--- src/rtl/core/cspl_pkg.sv ---
package cspl_pkg;

  localparam int unsigned MaxSegments = 16;
  localparam int unsigned FracBits    = 16;

  localparam int unsigned DataW  = 32;
  localparam int unsigned DeltaW = DataW + 1;
  localparam int unsigned AccW   = 36;
  localparam int unsigned AccLimLog = 34;
  localparam int unsigned SplitW = 18;
  localparam int unsigned MulAW  = AccW - SplitW + 1;
  localparam int unsigned MulPW  = MulAW + DeltaW;
  localparam int unsigned ProdW  = MulPW + SplitW;
  localparam int unsigned SumW   = AccW + 1;

  localparam int unsigned SegW   = $clog2(MaxSegments);
  localparam int unsigned BrkAw  = $clog2(MaxSegments + 1);
  localparam int unsigned CoefAw = $clog2(4 * MaxSegments);
  localparam int unsigned CntW   = 5;

  typedef enum logic [1:0] {
    FuncWrBreak = 2'd0,
    FuncWrCoeff = 2'd1,
    FuncEval    = 2'd2
  } func_e;

  localparam logic CfgSelSegCount = 1'b0;

  typedef struct packed {
    logic load_a;
    logic mul_lo;
    logic mul_hi;
    logic floor_en;
    logic add_en;
    logic last;
  } cspl_hctl_t;

endpackage

--- src/rtl/core/cspl_horner.sv ---
module cspl_horner import cspl_pkg::*; (
  input  logic                     clk_i,
  input  cspl_hctl_t               ctrl_i,
  input  logic signed [DeltaW-1:0] delta_i,
  input  logic signed [DataW-1:0]  coeff_i,
  output logic signed [DataW-1:0]  value_o,
  output logic                     sat_o
);

  localparam logic signed [ProdW-1:0] ProdLimP = ProdW'(1) <<< AccLimLog;
  localparam logic signed [ProdW-1:0] ProdLimN = -ProdLimP;
  localparam logic signed [SumW-1:0]  SumLimP  = SumW'(1) <<< AccLimLog;
  localparam logic signed [SumW-1:0]  SumLimN  = -SumLimP;
  localparam logic signed [SumW-1:0]  OutMaxP  = SumW'((64'd1 << (DataW - 1)) - 64'd1);
  localparam logic signed [SumW-1:0]  OutMinN  = -(SumW'(64'd1 << (DataW - 1)));

  logic signed [AccW-1:0]  acc_q, acc_d;
  logic signed [MulAW-1:0] mul_a;
  logic signed [MulPW-1:0] mul_p;
  logic signed [MulPW-1:0] plo_q, phi_q;
  logic signed [ProdW-1:0] prod_full, prod_flr;
  logic signed [AccW-1:0]  mf_q, mf_d;
  logic signed [SumW-1:0]  sum;

  assign mul_a = ctrl_i.mul_hi ? {acc_q[AccW-1], acc_q[AccW-1:SplitW]}
                               : {1'b0, acc_q[SplitW-1:0]};
  assign mul_p = mul_a * delta_i;

  assign prod_full = $signed({phi_q, {SplitW{1'b0}}})
                   + $signed({{SplitW{plo_q[MulPW-1]}}, plo_q});
  assign prod_flr  = prod_full >>> FracBits;

  always_comb begin
    if (prod_flr > ProdLimP) begin
      mf_d = ProdLimP[AccW-1:0];
    end else if (prod_flr < ProdLimN) begin
      mf_d = ProdLimN[AccW-1:0];
    end else begin
      mf_d = prod_flr[AccW-1:0];
    end
  end

  assign sum = $signed({mf_q[AccW-1], mf_q})
             + $signed({{(SumW-DataW){coeff_i[DataW-1]}}, coeff_i});

  always_comb begin
    if (sum > SumLimP) begin
      acc_d = SumLimP[AccW-1:0];
    end else if (sum < SumLimN) begin
      acc_d = SumLimN[AccW-1:0];
    end else begin
      acc_d = sum[AccW-1:0];
    end
  end

  always_comb begin
    if (sum > OutMaxP) begin
      value_o = OutMaxP[DataW-1:0];
      sat_o   = 1'b1;
    end else if (sum < OutMinN) begin
      value_o = OutMinN[DataW-1:0];
      sat_o   = 1'b1;
    end else begin
      value_o = sum[DataW-1:0];
      sat_o   = 1'b0;
    end
  end

  always_ff @(posedge clk_i) begin
    if (ctrl_i.load_a) begin
      acc_q <= {{(AccW-DataW){coeff_i[DataW-1]}}, coeff_i};
    end else if (ctrl_i.add_en && !ctrl_i.last) begin
      acc_q <= acc_d;
    end
    if (ctrl_i.mul_lo) begin
      plo_q <= mul_p;
    end
    if (ctrl_i.mul_hi) begin
      phi_q <= mul_p;
    end
    if (ctrl_i.floor_en) begin
      mf_q <= mf_d;
    end
  end

endmodule

--- config.mk ---
export PLATFORM = sky130hd
export DESIGN_NAME = cspl_horner
export DESIGN_NICKNAME = d
export VERILOG_FILES = /design/src/rtl/core/cspl_pkg.sv /design/src/rtl/core/cspl_horner.sv
export SDC_FILE = /design/constraint.sdc
export NUM_CORES = 2
export LEC_CHECK = 0
export BUFFER_PORTS_ARGS = -buffer_cell sky130_fd_sc_hd__buf_2
export CAP_MARGIN = 10
export CORE_ASPECT_RATIO = 1.2
export CORE_MARGIN = 4
export CORE_UTILIZATION = 34
export DETAILED_ROUTE_END_ITERATION = 8
export SETUP_SLACK_MARGIN = 0.3
export SLEW_MARGIN = 20
export SYNTH_ARGS = -nofsm -noshare
export SYNTH_HDL_FRONTEND = slang
export SYNTH_SLANG_ARGS = --single-unit
--- constraint.sdc ---
create_clock -name clk_i -period 12.9 [get_ports clk_i]
set_input_delay 1.935 -clock clk_i [delete_from_list [all_inputs] [get_ports clk_i]]
set_output_delay 1.935 -clock clk_i [all_outputs]
set_load 0.1 [all_outputs]
After elaboration in Yosys (flattened, before gate mapping)
Cells that the tools add are included.

Reductions and logical operators: 4. Multiply operators: 1. Muxes and demuxes: 10. $lt $le $gt $ge: 6. Add/subtract/negate cells: 2.

Operators with widths (number): two-way mux 36 bit (5); adder 70 x 52 -> 70 bit (1); two-way mux 32 bit (2); greater-than comparator 54 x 36 -> 1 bit, second input constant (1); less-than comparator 54 x 35 -> 1 bit, second input constant (1); multiplier 19 x 33 -> 52 bit (1); adder 36 x 32 -> 37 bit (1); greater-than comparator 37 x 32 -> 1 bit, second input constant (1); greater-than comparator 37 x 36 -> 1 bit, second input constant (1); less-than comparator 37 x 32 -> 1 bit, second input constant (1); less-than comparator 37 x 35 -> 1 bit, second input constant (1); two-way mux 19 bit (1); two-way mux 1 bit (2); nonzero test 2 bit (1); OR reduction 2 bit (1); logical AND 1 bit (1); zero test 1 bit (1).

Logic and storage cells: 28. Flip-flop bits (word level): 176. Bits of input ports: 72. Output and inout bits: 33.

Logic depth before layout (Yosys ltp)
Word-level depth: 6. Gate-level depth with buffers: 29. Mapped depth without buffers: 27.

Worst setup path before layout
No wires, ideal clock.

Path kind: input port to flip-flop. Start: input port ctrl_i[3] (netlist bit). End: register phi_q[46], data pin. Stages on the path: 27. Data arrival time: 8.946 ns. Path buffers: 2. Path slack: 3.686 ns. Cells stage by stage: clkbuf_1 mux2i_1 clkbuf_1 nor2b_1 fa_1 fa_1 inv_1 fa_1 inv_1 fa_1 inv_1 fa_1 inv_1 fa_1 ha_1 ha_1 a21oi_1 a2bb2oi_1 nor2_1 o41ai_1 a211oi_1 a211o_1 a31oi_1 a21oi_1 a22o_1 a221oi_1 xnor2_1.

Longest elaborated chain between the ends: 2.

RTL lines: from (decl) (line cspl_horner.sv:3) `input cspl_hctl_t ctrl_i,`; two-way mux 19 bit (line cspl_horner.sv:25) `assign mul_a = ctrl_i.mul_hi ? {acc_q[AccW-1], acc_q[AccW-1:SplitW]}`; multiplier 19 x 33 -> 52 bit (line cspl_horner.sv:27) `assign mul_p = mul_a * delta_i;`; via mul_p[46] (line cspl_horner.sv:19) `logic signed [MulPW-1:0] mul_p;`; to (signal assigned) (line cspl_horner.sv:79) `phi_q <= mul_p;`; to (decl) (line cspl_horner.sv:20) `logic signed [MulPW-1:0] plo_q, phi_q;`.

The timed path passes the listed nets, and every way through them passes these cells. A chain may end at the register's enable or synchronous reset.

Final worst setup path
Start: input port ctrl_i[3] (netlist bit). End: register phi_q[51], data pin.

The elaborated chain is that of the path after synthesis.

==> impl_metrics.csv <==
group,metric,value,unit
logic_synthesis,synth_edf_count,160,
sta,period_needed,10.02,ns
sta,fmax,99.8,MHz
logic_synthesis,ys_types,94,
floorplan,ios,105,
floorplan,die_width,295,um
sta,hold_slack,0.728,ns
placement,numPortBuffers,104,
setup_path,cp_max_fo,58,
sta,finalSetupTns,0,ns
drt,post-route-drc-count,0,
sta,drv_slew,0,
drt,vias_per_cell,5.12,
placement,dp_hpwl,74.9,mm
sta,timing.final.ws_setup,2.88,ns
drt,wl_per_cell,18.4,um
setup_path,crit_type,"in -> reg",
cells_and_area,drive_above_1_share,0.0679,
drt,drt_wl_total,89.9,mm
logic_synthesis,ys_seq_area_frac,0.143,
cts,cts_buffers,17,
drt,num_vias,25100,
logic_synthesis,synth_top_cell_by_area,"fa_1",
logic_synthesis,synth.top_cell.area_share,0.362,
floorplan,dieHeight,353,um
sta,final_hold_viol_count,0,
cells_and_area,fin_nets,4508,
floorplan,die_area,104000,um2
setup_path,worstPathRequired,13.07,ns
sta,fin_crit_sh,0.777,
placement,gp_congestion,0.862,
cts,root_buffer,"clkbuf_16",
floorplan,num_rows,126,
cts,cts_setup_buffers,0,
drt,ant_nets,0,
logic_synthesis,synth_area_leaders,"fa_1, edfxtp_1, ha_1",
global_routing,gr-total-overflow,0,
cts,ctsResizeCount,0,
logic_synthesis,synth_common_cells,"fa_1, inv_1, nand2_1, ha_1, and2_1",
placement,placedCellCount,4860,
sta,slew_headroom,0.387,
status,run_status,"complete, no violations",
cts,clk_pin_slew,0.07,ns
sta,worst-slew-pin-transition,0.912,ns
setup_path,start_kind,"input pin",
logic_synthesis,ys_ff_latch,160,
sta,rsz0062_at_grt,"false",
cells_and_area,syn2layout_area_growth,5.99,%
cells_and_area,instances_no_fill,4892,
cts,htreeDepth,4,
logic_synthesis,avgSynthCellArea,9.24,um2
cts,clock_sinks,160,
drt,dr.pass1.iters,5,
global_routing,track_usage,0.175,
cts,tritoncts,"built",
placement,place_ws,2.39,ns
global_routing,antenna_found_initial,4,
cts,clock_latency,0.43,ns
logic_synthesis,synth_area,33700,um2
min_path,min_path_type,"reg -> reg",
drt,drtIter0Drc,1218,
global_routing,grt_pass1_wl,146,mm
logic_synthesis,async_reset_ff_frac,0,
global_routing,grt_max_degree,69,
cts,clock_path_buffers,2,
sta,final-setup-viol-count,0,
logic_synthesis,netlist_instances,3645,
logic_synthesis,syn_nets,4554,
cells_and_area,fill_cells,10000,
logic_synthesis,yosys_warnings,0,
setup_path,cp_data_arrival_time,10.19,ns
sta,finalClockSkew,0.0181,ns
setup_path,end_kind,"flop",
cts,postCtsHoldBufs,0,
logic_synthesis,yosysMostFrequentCell,"fa_1",
floorplan,initial_utilization,0.343,
global_routing,grt_pass1_vias,26600,
flow_run,drv_cap,0,
logic_synthesis,synthFlopType,"edfxtp_1",
floorplan,coreArea,98400,um2
[stage by stage]
step           cell area, um2  utilization
6_report                35700        0.363
5_1_grt                 35700        0.363
4_1_cts                 35700        0.363
3_5_place_dp            35200        0.358
3_3_place_gp            35200        0.358
2_1_floorplan           33700            -
[cells by family (layout without fill, tap and decap cells)]
kind of cell / Yosys count / after routing / synth area share
AND/OR/NAND/NOR: 1123 / 1123 / 0.165
adder cells (fa/ha/maj): 837 / 837 / 0.446
buffers and inverters: 794 / 759 / 0.0924
AO/OA/AOI/OAI: 585 / 585 / 0.114
flip-flops: 160 / 160 / 0.143
XOR/XNOR: 121 / 121 / 0.0314
multiplexers: 25 / 25 / 0.00795
other: 0 / 2 / 0
[critical path, cell delays in order]
cell	delay [ns]
buf_4	0.26
buf_4	0.63
mux2_2	0.58
and2_1	0.24
fa_1	0.50
inv_1	0.05
fa_1	0.53
inv_1	0.05
fa_1	0.45
fa_1	0.50
fa_1	0.43
fa_1	0.50
inv_1	0.05
fa_1	0.38
inv_1	0.06
ha_1	0.27
o21ai_0	0.19
a21oi_1	0.09
o21ai_0	0.35
a21oi_1	0.19
o211ai_1	0.15
nor4b_1	0.65
nor3b_1	0.21
a31oi_1	0.34
a21oi_1	0.12
a211oi_1	0.26
xnor2_1	0.12
[flip-flops by register name, indices dropped and copies added, names as in the netlist]
name,flops
mf_q,36
phi_q,52
acc_q,36
plo_q,36
[cells in the final DEF, fill, tap and decap left out, types with 6 or more instances in the layout]
cell | synthesis | layout
nand2b_1 | 23 | 23
a211o_1 | 6 | 6
nand4_1 | 40 | 40
a211oi_1 | 17 | 17
a21oi_1 | 185 | 185
a31oi_1 | 25 | 25
or3_1 | 12 | 11
ha_1 | 228 | 228
edfxtp_1 | 160 | 160
fa_1 | 609 | 609
a21oi_2 | 27 | 27
nand2_1 | 407 | 407
a21o_1 | 60 | 60
or2_2 | 14 | 14
and4_1 | 7 | 7
nor4_1 | 16 | 16
o211ai_1 | 13 | 13
o21ai_1 | 11 | 11
o21bai_1 | 20 | 20
nand3_1 | 31 | 31
and2_1 | 214 | 214
xnor2_1 | 81 | 81
nor3b_1 | 7 | 7
mux2_2 | 14 | 14
mux2i_1 | 11 | 8
and3_1 | 20 | 20
o2111ai_1 | 8 | 8
o21ai_0 | 105 | 105
buf_2 | 6 | 103
nor2b_1 | 103 | 103
nor2_1 | 180 | 180
nor3_1 | 23 | 22
buf_4 | 1 | 21
o21a_1 | 24 | 24
clkbuf_16 | 0 | 17
xor2_1 | 40 | 40
inv_1 | 605 | 605
[cell type report]
type	instances	area (um2)	share of cell area
Timing Repair Buffer	124	673	0.0188
Inverter	605	2270	0.0636
Clock buffer	17	425	0.0119
Clock inverter	13	105	0.00294
Tap cell	1280	1600	0.0448
Multi-Input combinational cell	2691	25800	0.723
Sequential cell	160	4800	0.135
Antenna cell	2	5.00	0.000140
[worst paths after layout]
check | start | endpoint | slack (ns) | cells after the start
worst max-delay path | ctrl_i[3] | phi_q[51]$_DFFE_PP_ | 2.88 | 27
worst min-delay path | plo_q[16]$_DFFE_PP_ | mf_q[0]$_SDFFCE_PP0P_ | 0.73 | 1
worst min register to register | plo_q[16]$_DFFE_PP_ | mf_q[0]$_SDFFCE_PP0P_ | 0.73 | 1
worst max register to register | acc_q[4]$_DFFE_PP_ | plo_q[46]$_DFFE_PP_ | 4.72 | 25
[routing by layer]
layer	GRT usage	share of wire
met1	0.222	0.42
met5	0	0.00043
met4	0.0464	0.026
met2	0.320	0.52
met3	0.0152	0.038
Power is not shown: default switching activity piles up to over one toggle a cycle in this logic, so the estimate is an artifact.
